`config.mk`:
```
export PLATFORM = sky130hd
export DESIGN_NAME = ride_supervisor_tick
export DESIGN_NICKNAME = d
export VERILOG_FILES = /design/src/sv/rsup_pkg.sv /design/src/sv/ride_supervisor_tick.sv
export SDC_FILE = /design/constraint.sdc
export NUM_CORES = 1
export LEC_CHECK = 0
export ABC_AREA = 0
export BUFFER_PORTS_ARGS = -buffer_cell sky130_fd_sc_hd__buf_2
export CORE_ASPECT_RATIO = 0.7
export CORE_MARGIN = 4
export CORE_UTILIZATION = 25
export CTS_CLUSTER_DIAMETER = 80
export DETAILED_ROUTE_END_ITERATION = 7
export GPL_TIMING_DRIVEN = 0
export SETUP_SLACK_MARGIN = 0.4
export SYNTH_ARGS = -nofsm -noshare
export SYNTH_HDL_FRONTEND = slang
export SYNTH_SLANG_ARGS = --single-unit
export TNS_END_PERCENT = 5
```
`constraint.sdc`:
```
create_clock -name i_clk -period 14 [get_ports i_clk]
set_input_delay 2.8 -clock i_clk [delete_from_list [all_inputs] [get_ports i_clk]]
set_output_delay 2.8 -clock i_clk [all_outputs]
set_load 0.01 [all_outputs]
```
`src/sv/rsup_pkg.sv`:
```
// ---------------------------------------------------------------------------
// Ride supervisor package
// Widths, reset values, register indexes and codes shared by the supervisor.
// ---------------------------------------------------------------------------
package rsup_pkg;

    // Field widths
    localparam int SAMPLE_W   = 8;
    localparam int THROTTLE_W = 8;
    localparam int PICTURE_W  = 4;
    localparam int BEEP_W     = 2;
    localparam int CFG_IDX_W  = 3;
    localparam int CFG_DATA_W = 8;

    // Register widths
    localparam int BAND_W     = 6;
    localparam int LIMIT_W    = 5;
    localparam int USAGE_W    = 6;
    localparam int TSTEP_W    = 5;
    localparam int FLOOR_W    = 8;
    localparam int BSTEP_W    = 5;
    localparam int FIRST_W    = 8;
    localparam int STRIDE_W   = 5;

    // Parameter defaults
    localparam int AVG_LOG2_DEF     = 3;
    localparam int PEDAL_LEVELS_DEF = 10;

    // Battery bar picture has a fixed number of levels
    localparam int BAR_LEVELS = 8;

    // Register reset values
    localparam logic [BAND_W-1:0]   RST_RISE_BAND   = 6'd19;
    localparam logic [LIMIT_W-1:0]  RST_DEB_LIMIT   = 5'd20;
    localparam logic [USAGE_W-1:0]  RST_USAGE_HOLD  = 6'd40;
    localparam logic [TSTEP_W-1:0]  RST_TSTEP       = 5'd25;
    localparam logic [FLOOR_W-1:0]  RST_BAT_FLOOR   = 8'd174;
    localparam logic [BSTEP_W-1:0]  RST_BAT_STEP    = 5'd5;
    localparam logic [FIRST_W-1:0]  RST_PED_FIRST   = 8'd30;
    localparam logic [STRIDE_W-1:0] RST_PED_STRIDE  = 5'd20;

    // Picture codes (bar levels 1..8 lie between these)
    localparam logic [PICTURE_W-1:0] PIC_LOW      = 4'd0;
    localparam logic [PICTURE_W-1:0] PIC_CHARGING = 4'd9;

    // Register indexes
    typedef enum logic [CFG_IDX_W-1:0] {
        CFG_PEDAL_RISE_BAND = 3'd0,
        CFG_DEBOUNCE_LIMIT  = 3'd1,
        CFG_USAGE_HOLD      = 3'd2,
        CFG_THROTTLE_STEP   = 3'd3,
        CFG_BATTERY_FLOOR   = 3'd4,
        CFG_BATTERY_STEP    = 3'd5,
        CFG_PEDAL_FIRST     = 3'd6,
        CFG_PEDAL_STRIDE    = 3'd7
    } t_cfg_idx;

    // Beep codes
    typedef enum logic [BEEP_W-1:0] {
        BEEP_NONE   = 2'd0,
        BEEP_SINGLE = 2'd1,
        BEEP_DOUBLE = 2'd2
    } t_beep;

endpackage

```
`src/sv/ride_supervisor_tick.sv`:
```
// ---------------------------------------------------------------------------
// Ride supervisor tick
// Charger, battery gauge, pedal quantizer, reverse debounce and drive lock.
// ---------------------------------------------------------------------------
// One input word is one supervisor tick. The block takes a word in every
// cycle while o_in_ready is high and returns one result word per tick:
// the tick lands in an input register, all checks of that tick (battery
// average and bar compares, pedal thresholds, reverse debounce, lock and
// throttle) run side by side in one pass, and the result and the updated
// supervisor state load together into the result register once it is free.
// The result register keeps taking new words while a finished result waits,
// as long as the consumer frees it in the same cycle. Registers are to be
// written through the plain write port only while no tick is in flight,
// which the block does not enforce; they reset to their documented defaults.
module ride_supervisor_tick #(
    parameter int AVG_LOG2     = rsup_pkg::AVG_LOG2_DEF,
    parameter int PEDAL_LEVELS = rsup_pkg::PEDAL_LEVELS_DEF
) (
    input  logic                                i_clk,
    input  logic                                i_rst_n,
    // configuration
    input  logic                                i_cfg_we,
    input  logic [rsup_pkg::CFG_IDX_W-1:0]      i_cfg_idx,
    input  logic [rsup_pkg::CFG_DATA_W-1:0]     i_cfg_data,
    // tick input
    input  logic                                i_in_valid,
    output logic                                o_in_ready,
    input  logic [rsup_pkg::SAMPLE_W-1:0]       i_battery_sample,
    input  logic [rsup_pkg::SAMPLE_W-1:0]       i_pedal_sample,
    input  logic                                i_charger_pin,
    input  logic                                i_reverse_pin,
    input  logic                                i_drove_forward,
    input  logic                                i_drove_backward,
    // result output
    output logic                                o_out_valid,
    input  logic                                i_out_ready,
    output logic [rsup_pkg::THROTTLE_W-1:0]     o_throttle_level,
    output logic                                o_reverse_on,
    output logic                                o_charging,
    output logic                                o_battery_low,
    output logic                                o_drive_locked,
    output logic                                o_aux_power,
    output logic                                o_show_picture,
    output logic [rsup_pkg::PICTURE_W-1:0]      o_picture,
    output logic [rsup_pkg::BEEP_W-1:0]         o_charger_beep,
    output logic [rsup_pkg::BEEP_W-1:0]         o_reverse_beep
);
    import rsup_pkg::*;

    localparam int AVG_N   = 1 << AVG_LOG2;
    localparam int SUM_W   = SAMPLE_W + AVG_LOG2;
    localparam int CNT_W   = AVG_LOG2 + 1;
    localparam int IDX_W   = $clog2(PEDAL_LEVELS + 1);
    localparam int PROD_W  = IDX_W + TSTEP_W;
    localparam int PTHR_W  = 10;
    localparam int BTHR_W  = 9;
    localparam int BARC_W  = $clog2(BAR_LEVELS + 1);

    // Configuration registers
    logic [BAND_W-1:0]   r_cfg_band;
    logic [LIMIT_W-1:0]  r_cfg_limit;
    logic [USAGE_W-1:0]  r_cfg_hold;
    logic [TSTEP_W-1:0]  r_cfg_tstep;
    logic [FLOOR_W-1:0]  r_cfg_floor;
    logic [BSTEP_W-1:0]  r_cfg_bstep;
    logic [FIRST_W-1:0]  r_cfg_first;
    logic [STRIDE_W-1:0] r_cfg_stride;

    // Input stage
    logic                r_in_valid;
    logic [SAMPLE_W-1:0] r_in_bat;
    logic [SAMPLE_W-1:0] r_in_ped;
    logic                r_in_chg;
    logic                r_in_rev;
    logic                r_in_fwd;
    logic                r_in_bwd;

    // Supervisor state
    logic [SUM_W-1:0]    r_bat_sum,  n_bat_sum;
    logic [CNT_W-1:0]    r_bat_cnt,  n_bat_cnt;
    logic [SAMPLE_W-1:0] r_bat_held, n_bat_held;
    logic [SAMPLE_W-1:0] r_ped_held, n_ped_held;
    logic [LIMIT_W-1:0]  r_rev_hits, n_rev_hits;
    logic [USAGE_W-1:0]  r_fwd_use,  n_fwd_use;
    logic [USAGE_W-1:0]  r_bwd_use,  n_bwd_use;
    logic                r_chg,      n_chg;
    logic                r_low,      n_low;
    logic                r_lock,     n_lock;
    logic                r_rev,      n_rev;
    logic                r_aux,      n_aux;

    // Result stage
    logic                  r_out_valid;
    logic [THROTTLE_W-1:0] r_out_thr,   n_out_thr;
    logic                  r_out_show,  n_out_show;
    logic [PICTURE_W-1:0]  r_out_pic,   n_out_pic;
    t_beep                 r_out_cbeep, n_out_cbeep;
    t_beep                 r_out_rbeep, n_out_rbeep;
    logic                  r_out_rev;
    logic                  r_out_chg;
    logic                  r_out_low;
    logic                  r_out_lock;
    logic                  r_out_aux;

    // Datapath helpers
    logic [BTHR_W-1:0]   bar_thr [BAR_LEVELS];
    logic [PTHR_W-1:0]   ped_thr [PEDAL_LEVELS];
    logic [SAMPLE_W-1:0] avg;
    logic [BARC_W-1:0]   bar_cnt;
    logic [IDX_W-1:0]    ped_idx;
    logic [PROD_W-1:0]   thr_prod;
    logic                in_use;
    logic                out_free;
    logic                advance;

    // Handshake: input register refills when it moves on or is empty
    assign out_free   = !r_out_valid || i_out_ready;
    assign advance    = r_in_valid && out_free;
    assign o_in_ready = !r_in_valid || out_free;

    // Threshold lanes for the battery bar and the pedal quantizer
    always_comb begin
        for (int k = 0; k < BAR_LEVELS; k++) begin
            bar_thr[k] = BTHR_W'(r_cfg_floor) + BTHR_W'(k) * BTHR_W'(r_cfg_bstep);
        end
        for (int i = 0; i < PEDAL_LEVELS; i++) begin
            ped_thr[i] = PTHR_W'(r_cfg_first) + PTHR_W'(i) * PTHR_W'(r_cfg_stride);
        end
    end

    // One tick: compute next state and result
    always_comb begin
        n_bat_sum   = r_bat_sum;
        n_bat_cnt   = r_bat_cnt;
        n_bat_held  = r_bat_held;
        n_ped_held  = r_ped_held;
        n_rev_hits  = r_rev_hits;
        n_chg       = r_chg;
        n_low       = r_low;
        n_lock      = r_lock;
        n_rev       = r_rev;
        n_aux       = r_aux;
        n_out_show  = 1'b0;
        n_out_pic   = PIC_LOW;
        n_out_cbeep = BEEP_NONE;
        n_out_rbeep = BEEP_NONE;
        n_out_thr   = '0;
        bar_cnt     = '0;
        ped_idx     = '0;
        thr_prod    = '0;

        // usage counters: reload on drive, then count down
        n_fwd_use = r_in_fwd ? r_cfg_hold : r_fwd_use;
        n_bwd_use = r_in_bwd ? r_cfg_hold : r_bwd_use;
        if (n_fwd_use != '0) begin
            n_fwd_use = n_fwd_use - USAGE_W'(1);
        end
        if (n_bwd_use != '0) begin
            n_bwd_use = n_bwd_use - USAGE_W'(1);
        end
        in_use = (n_fwd_use != '0) || (n_bwd_use != '0);

        // charger plug and unplug
        if (r_chg) begin
            if (!r_in_chg) begin
                n_chg       = 1'b0;
                n_low       = 1'b0;
                n_aux       = 1'b1;
                n_out_cbeep = BEEP_DOUBLE;
            end
        end else if (r_in_chg) begin
            n_chg       = 1'b1;
            n_aux       = 1'b0;
            n_out_show  = 1'b1;
            n_out_pic   = PIC_CHARGING;
            n_out_cbeep = BEEP_SINGLE;
        end

        // battery: accumulate, or spend the rest tick on the average
        avg = r_bat_sum[SUM_W-1:AVG_LOG2];
        for (int k = 0; k < BAR_LEVELS; k++) begin
            if (BTHR_W'(avg) > bar_thr[k]) begin
                bar_cnt = bar_cnt + BARC_W'(1);
            end
        end
        if (r_bat_cnt < CNT_W'(AVG_N)) begin
            n_bat_sum = r_bat_sum + SUM_W'(r_in_bat);
            n_bat_cnt = r_bat_cnt + CNT_W'(1);
        end else begin
            n_bat_sum = '0;
            n_bat_cnt = '0;
            if ((9'(avg) > 9'(r_bat_held) + 9'd1) ||
                (9'(avg) + 9'd1 < 9'(r_bat_held))) begin
                n_bat_held = avg;
                if (!n_chg) begin
                    n_out_show = 1'b1;
                    n_out_pic  = PICTURE_W'(bar_cnt);
                    if (bar_cnt == '0) begin
                        n_low = 1'b1;
                    end
                end
            end
        end

        // pedal: rise past the band, fall at once
        if (9'(r_in_ped) > 9'(r_ped_held) + 9'(r_cfg_band)) begin
            n_ped_held = r_in_ped;
        end else if (r_in_ped < r_ped_held) begin
            n_ped_held = r_in_ped;
        end

        // quantize: thresholds never fall, so count those reached
        for (int i = 0; i < PEDAL_LEVELS; i++) begin
            if (PTHR_W'(n_ped_held) >= ped_thr[i]) begin
                ped_idx = ped_idx + IDX_W'(1);
            end
        end

        // release the lock once the pedal is back at rest
        if (n_lock && ped_idx == '0) begin
            n_lock = 1'b0;
        end

        // reverse switch debounce
        if (!r_in_rev) begin
            if (r_rev) begin
                n_rev_hits  = '0;
                n_rev       = 1'b0;
                if (in_use) begin
                    n_lock = 1'b1;
                end
                n_out_rbeep = BEEP_DOUBLE;
            end
        end else if (!r_rev) begin
            if (r_rev_hits < r_cfg_limit) begin
                n_rev_hits = r_rev_hits + LIMIT_W'(1);
            end else begin
                n_rev       = 1'b1;
                if (in_use) begin
                    n_lock = 1'b1;
                end
                n_out_rbeep = BEEP_SINGLE;
            end
        end

        // throttle with saturation
        thr_prod = PROD_W'(ped_idx) * PROD_W'(r_cfg_tstep);
        if (!(n_chg || n_low || n_lock)) begin
            if (thr_prod > PROD_W'(8'hFF)) begin
                n_out_thr = 8'hFF;
            end else begin
                n_out_thr = thr_prod[THROTTLE_W-1:0];
            end
        end
    end

    // Control, state and configuration
    always_ff @(posedge i_clk) begin
        if (!i_rst_n) begin
            r_cfg_band   <= RST_RISE_BAND;
            r_cfg_limit  <= RST_DEB_LIMIT;
            r_cfg_hold   <= RST_USAGE_HOLD;
            r_cfg_tstep  <= RST_TSTEP;
            r_cfg_floor  <= RST_BAT_FLOOR;
            r_cfg_bstep  <= RST_BAT_STEP;
            r_cfg_first  <= RST_PED_FIRST;
            r_cfg_stride <= RST_PED_STRIDE;
            r_in_valid   <= 1'b0;
            r_out_valid  <= 1'b0;
            r_bat_sum    <= '0;
            r_bat_cnt    <= '0;
            r_bat_held   <= '0;
            r_ped_held   <= '0;
            r_rev_hits   <= '0;
            r_fwd_use    <= '0;
            r_bwd_use    <= '0;
            r_chg        <= 1'b0;
            r_low        <= 1'b0;
            r_lock       <= 1'b0;
            r_rev        <= 1'b0;
            r_aux        <= 1'b1;
        end else begin
            // register writes
            if (i_cfg_we) begin
                case (t_cfg_idx'(i_cfg_idx))
                    CFG_PEDAL_RISE_BAND: r_cfg_band   <= i_cfg_data[BAND_W-1:0];
                    CFG_DEBOUNCE_LIMIT:  r_cfg_limit  <= i_cfg_data[LIMIT_W-1:0];
                    CFG_USAGE_HOLD:      r_cfg_hold   <= i_cfg_data[USAGE_W-1:0];
                    CFG_THROTTLE_STEP:   r_cfg_tstep  <= i_cfg_data[TSTEP_W-1:0];
                    CFG_BATTERY_FLOOR:   r_cfg_floor  <= i_cfg_data[FLOOR_W-1:0];
                    CFG_BATTERY_STEP:    r_cfg_bstep  <= i_cfg_data[BSTEP_W-1:0];
                    CFG_PEDAL_FIRST:     r_cfg_first  <= i_cfg_data[FIRST_W-1:0];
                    CFG_PEDAL_STRIDE:    r_cfg_stride <= i_cfg_data[STRIDE_W-1:0];
                    default: ;
                endcase
            end

            // input stage valid
            if (o_in_ready) begin
                r_in_valid <= i_in_valid;
            end

            // result stage valid and state commit
            if (advance) begin
                r_out_valid <= 1'b1;
                r_bat_sum   <= n_bat_sum;
                r_bat_cnt   <= n_bat_cnt;
                r_bat_held  <= n_bat_held;
                r_ped_held  <= n_ped_held;
                r_rev_hits  <= n_rev_hits;
                r_fwd_use   <= n_fwd_use;
                r_bwd_use   <= n_bwd_use;
                r_chg       <= n_chg;
                r_low       <= n_low;
                r_lock      <= n_lock;
                r_rev       <= n_rev;
                r_aux       <= n_aux;
            end else if (i_out_ready) begin
                r_out_valid <= 1'b0;
            end
        end
    end

    // Payload registers
    always_ff @(posedge i_clk) begin
        if (o_in_ready && i_in_valid) begin
            r_in_bat <= i_battery_sample;
            r_in_ped <= i_pedal_sample;
            r_in_chg <= i_charger_pin;
            r_in_rev <= i_reverse_pin;
            r_in_fwd <= i_drove_forward;
            r_in_bwd <= i_drove_backward;
        end
        if (advance) begin
            r_out_thr   <= n_out_thr;
            r_out_show  <= n_out_show;
            r_out_pic   <= n_out_pic;
            r_out_cbeep <= n_out_cbeep;
            r_out_rbeep <= n_out_rbeep;
            r_out_rev   <= n_rev;
            r_out_chg   <= n_chg;
            r_out_low   <= n_low;
            r_out_lock  <= n_lock;
            r_out_aux   <= n_aux;
        end
    end

    // Drive outputs
    assign o_out_valid      = r_out_valid;
    assign o_throttle_level = r_out_thr;
    assign o_reverse_on     = r_out_rev;
    assign o_charging       = r_out_chg;
    assign o_battery_low    = r_out_low;
    assign o_drive_locked   = r_out_lock;
    assign o_aux_power      = r_out_aux;
    assign o_show_picture   = r_out_show;
    assign o_picture        = r_out_pic;
    assign o_charger_beep   = r_out_cbeep;
    assign o_reverse_beep   = r_out_rbeep;

    // Checks
    a_aux_off_charging: assert property (@(posedge i_clk) disable iff (!i_rst_n)
        o_out_valid && o_charging |-> !o_aux_power)
        else $error("aux power on while charging");

    a_throttle_blocked: assert property (@(posedge i_clk) disable iff (!i_rst_n)
        o_out_valid && (o_charging || o_battery_low || o_drive_locked)
        |-> o_throttle_level == '0)
        else $error("throttle driven while charging, low or locked");

    a_no_picture_zero: assert property (@(posedge i_clk) disable iff (!i_rst_n)
        o_out_valid && !o_show_picture |-> o_picture == PIC_LOW)
        else $error("picture code without show");

    a_avg_count_bound: assert property (@(posedge i_clk) disable iff (!i_rst_n)
        r_bat_cnt <= CNT_W'(AVG_N))
        else $error("battery sample count past average length");

    a_state_on_advance: assert property (@(posedge i_clk) disable iff (!i_rst_n)
        !advance |=> $stable(r_bat_cnt) && $stable(r_ped_held))
        else $error("supervisor state moved without a tick");

endmodule

```
==> impl_metrics.env <==
export IMPL_status="finished, final reports clean"
export IMPL_skew_ps=13.4
export IMPL_worst_hold_path_type="flop to flop"
export IMPL_floorplan_initialDensity_pct=25.3
export IMPL_number_of_maximum_capacitance_constraint_violations=0
export IMPL_rrSetupSlack_ps=1180
export IMPL_drt_pass1_iterations=5
export IMPL_globalRoute_totalOverflow=0
export IMPL_finalCriticalPeriod_ps=12820
export IMPL_synth_ff_latch_count=145
export IMPL_slew_headroom_pct=23.1
export IMPL_detail_route_antenna_nets=0
export IMPL_power_net_switching_mw=1.43
export IMPL_cp_end_kind="flop"
export IMPL_global_route_wire_length_before_repair_mm=74.5
export IMPL_worst_r2r_startpoint="r_cfg_band[1]"
export IMPL_design_die_area_mm2=0.0719
export IMPL_grt_pass1_vias=13000
export IMPL_seq_power_share_pct=16.4
export IMPL_p_comb_share_pct=69.2
export IMPL_drt_iter0_drc=941
export IMPL_antenna_found_initial=5
export IMPL_reg2reg_depth=65
export IMPL_clock_latency_ps=440
export IMPL_layout_worst_path_cycle_share_pct=91.6
export IMPL_netlist_top_cells_area="ha_1 23%, dfxtp_1 12%, edfxtp_1 7.5%"
export IMPL_yosys_cell_types_count=87
export IMPL_die_y_um=226
export IMPL_clock_sinks=145
export IMPL_globalRouteTotalUtil_pct=13.1
export IMPL_most_prevalent_standard_cell_on_the_critical_path="ha_1"
export IMPL_setup_viol=0
export IMPL_critical_path_max_stage_delay_ps=550
export IMPL_worstReg2RegEnd="o_throttle_level[6]"
export IMPL_fmax_mhz=78.0
export IMPL_worst_setup_path_start_kind="flop"
export IMPL_worst_pin_slew_ps=1150
export IMPL_critPathMaxFanout=8
export IMPL_hold_path_end="r_fwd_use[1]"
export IMPL_fillerInstances=7060
export IMPL_clock_tree_from_tritoncts="done"
export IMPL_cts_hold_buffers=0
export IMPL_final_util_pct=28.8
export IMPL_p_leak_nw=8.61
export IMPL_worst_ir_drop_vdd_mv=0.235
export IMPL_timing_final_hold_violations=0
export IMPL_yosysWarningCount=0
export IMPL_core_area_mm2=0.0667
export IMPL_routabilityCongestion=0.885
export IMPL_ctsLongestPathBuffers=2
export IMPL_setup_repair_after_global_routing_missed_its_margin="false"
export IMPL_grt_max_degree=22
export IMPL_final_net_count=2393
export IMPL_timing_setup_critical_path_class="flop to flop"
export IMPL_critical_path_top_delay_family="adder cells"
export IMPL_min_delay_start="r_fwd_use[1]"
export IMPL_die_width_um=319
export IMPL_synth_area_mm2=0.0169
export IMPL_critical_path_slowest_cell="fa_1"
export IMPL_pwrdens_mw_per_mm2=164
export IMPL_drive_above_1_share_pct=10.1
export IMPL_drt_drc_violations_left=0
export IMPL_multiInputGateArea_mm2=0.0130
export IMPL_postSynthAreaPerCell_um2=8.93
export IMPL_wire_per_inst_um=16.3
export IMPL_regArea_mm2=0.00333
export IMPL_clkPwrFrac_pct=14.4
export IMPL_worst_endpoint_arrival_ps=13060
export IMPL_sequential_cell_area_fraction_in_the_yosys_report_pct=19.7
export IMPL_worst_setup_hold_path_clk_slew_ps=60
export IMPL_worst_hold_stages=2
export IMPL_route_detailed_vias_per_inst=4.70
export IMPL_cts_root_buf="clkbuf_16"
export IMPL_dr_total_vias=13600
export IMPL_synth_top_area_share_pct=23.5
export IMPL_slew_viol_final=0
export IMPL_crit_required_ps=14240
export IMPL_dp_hpwl_mm=37.0
export IMPL_synth_nets=2303
export IMPL_dominantRegCellSynth="dfxtp_1"
export IMPL_syn_instance_count=1892
export IMPL_post_synth_top_area_cell="ha_1"
export IMPL_power_switching_fraction_pct=45.3
export IMPL_synth_async_reset_ratio_pct=0
export IMPL_finalWirelength_mm=47.1
export IMPL_floorplan_rows=79
export IMPL_portBuffers=51
export IMPL_cts_buffers_inserted=17
export IMPL_synth_edff_count=42
export IMPL_top_level_ports=60
export IMPL_area_growth_synth_to_final_pct=13.7
export IMPL_internal_power_mw=1.72
export IMPL_ctsHtreeMaxLevel=4
export IMPL_power_total_mw=3.15
export IMPL_path_buf_inv=6
## stage by stage
| step | TNS [ps] | worst slack (ps) | cell area [µm²] | hold slack (ps) | instances |
|---|---|---|---|---|---|
| 5_1_grt | 0 | 333 | 19200 | 473 | 2886 |
| 3_5_place_dp | -4770 | -643 | 18300 | 447 | 2836 |
| 2_1_floorplan | 0 | 1910 | 16900 | 431 | 1892 |
| 6_report | 0 | 1180 | 19200 | 455 | 2891 |
| 3_3_place_gp | -8490 | -1140 | 18300 | 442 | 2834 |
| 4_1_cts | 0 | 446 | 19000 | 457 | 2869 |
## state kept, by name (all words and copies together), names as in the netlist, 8 cells and up
name / flops
r_bat_sum: 11
o_throttle_level: 8
r_bat_held: 8
r_cfg_first: 8
r_cfg_floor: 8
r_in_bat: 8
r_in_ped: 8
r_ped_held: 8
## power groups by stage
stage	sequential [mW]	clock, mW	combinational, mW
6_report	0.516	0.452	2.18
5_1_grt	0.520	0.479	2.47
4_1_cts	0.516	0.461	2.06
3_5_place_dp	0.525	0	2.01
3_3_place_gp	0.525	0	1.99
2_1_floorplan	0.521	0	1.60
## repair_timing
item	CTS	global route
endpoints found under the hold margin	0	0
setup buffers	1	17
resized for setup	15	27
pin swaps	1	11
endpoints found under the setup margin	8	8
## layer usage
metal	GRT usage (%)	wire length [µm]	vias to the layer above
li1	-	-	6948
met1	21.2	26000	6313
met2	16.8	16900	317
met3	4.05	3950	14
met4	1.31	161	2
met5	0	13	-
## kinds of logic (layout without fill, tap and decap cells)
family	Yosys count	count (layout)	synth area share (%)
multiplexers	53	53	3.19
buffers and inverters	209	312	4.73
other	0	5	0
AND/OR/NAND/NOR	489	489	14.5
AO/OA/AOI/OAI	455	455	18.1
adder cells (fa/ha/maj)	376	376	30.4
flip-flops	145	145	19.7
XOR/XNOR	165	165	9.37
## cells in the mapped netlist (all sizes together) (38+ instances only)
| library cell | count |
|---|---|
| a21oi | 132 |
| dfxtp | 103 |
| ha | 317 |
| xor2 | 57 |
| a21o | 65 |
| fa | 58 |
| edfxtp | 42 |
| mux2i | 46 |
| inv | 170 |
| o21ai | 64 |
| nor2 | 149 |
| nand2 | 121 |
| xnor2 | 101 |
| nand3 | 38 |
## worst reg2reg max path, delay by kind of cell, from the launching register on
family | cells | cell delay [ps]
compound gates | 23 | 3950
flops | 1 | 310
buf+inv | 6 | 520
mux | 2 | 570
fa+ha+maj | 12 | 4060
xor+xnor | 6 | 1080
simple gates | 16 | 2160
## layout by cell type (no fill, tap or decap), types with 10 or more instances in the layout
master / Yosys / routed
a21oi_1: 132 / 129
clkbuf_16: 0 / 17
dfxtp_1: 103 / 101
mux2i_1: 46 / 45
o211ai_1: 23 / 23
xnor2_1: 98 / 94
clkbuf_1: 35 / 35
xor2_1: 55 / 55
buf_4: 0 / 19
inv_1: 165 / 165
a211oi_1: 23 / 23
a31oi_1: 11 / 10
nand4_1: 26 / 26
o21bai_1: 28 / 28
ha_1: 317 / 316
and2_1: 17 / 17
o21a_1: 35 / 35
fa_1: 58 / 57
nand2b_1: 21 / 20
edfxtp_1: 42 / 42
nand3_1: 37 / 37
o21ai_0: 58 / 49
a21o_1: 60 / 59
nor2b_1: 34 / 34
nand2_1: 121 / 121
nor3_1: 27 / 27
buf_2: 0 / 51
nor2_1: 148 / 145
## area by class of cell
class                           instances  share of cell area (%)
Multi-Input combinational cell       1538                    67.5
Sequential cell                       145                    17.3
Tap cell                              891                    5.80
Inverter                              172                    3.36
Clock buffer                           19                    2.25
Timing Repair Buffer                   71                    2.17
Buffer                                 37                   0.846
Clock inverter                         13                   0.671
Antenna cell                            5                  0.0651
## worst max-delay path by stage
stage,from,end,slack [ps],cells after the start
CTS,r_ped_held[0],o_throttle_level[6],450,62
global placement,r_ped_held[2],o_throttle_level[6],-1140,58
floorplan,r_ped_held[0],o_throttle_level[4],1910,60
detailed placement,r_ped_held[0],o_throttle_level[6],-640,60
global route,r_ped_held[0],o_throttle_level[6],330,65
finish,r_cfg_band[1],o_throttle_level[6],1180,65
Note: power is estimated with default switching activity, not from simulation.
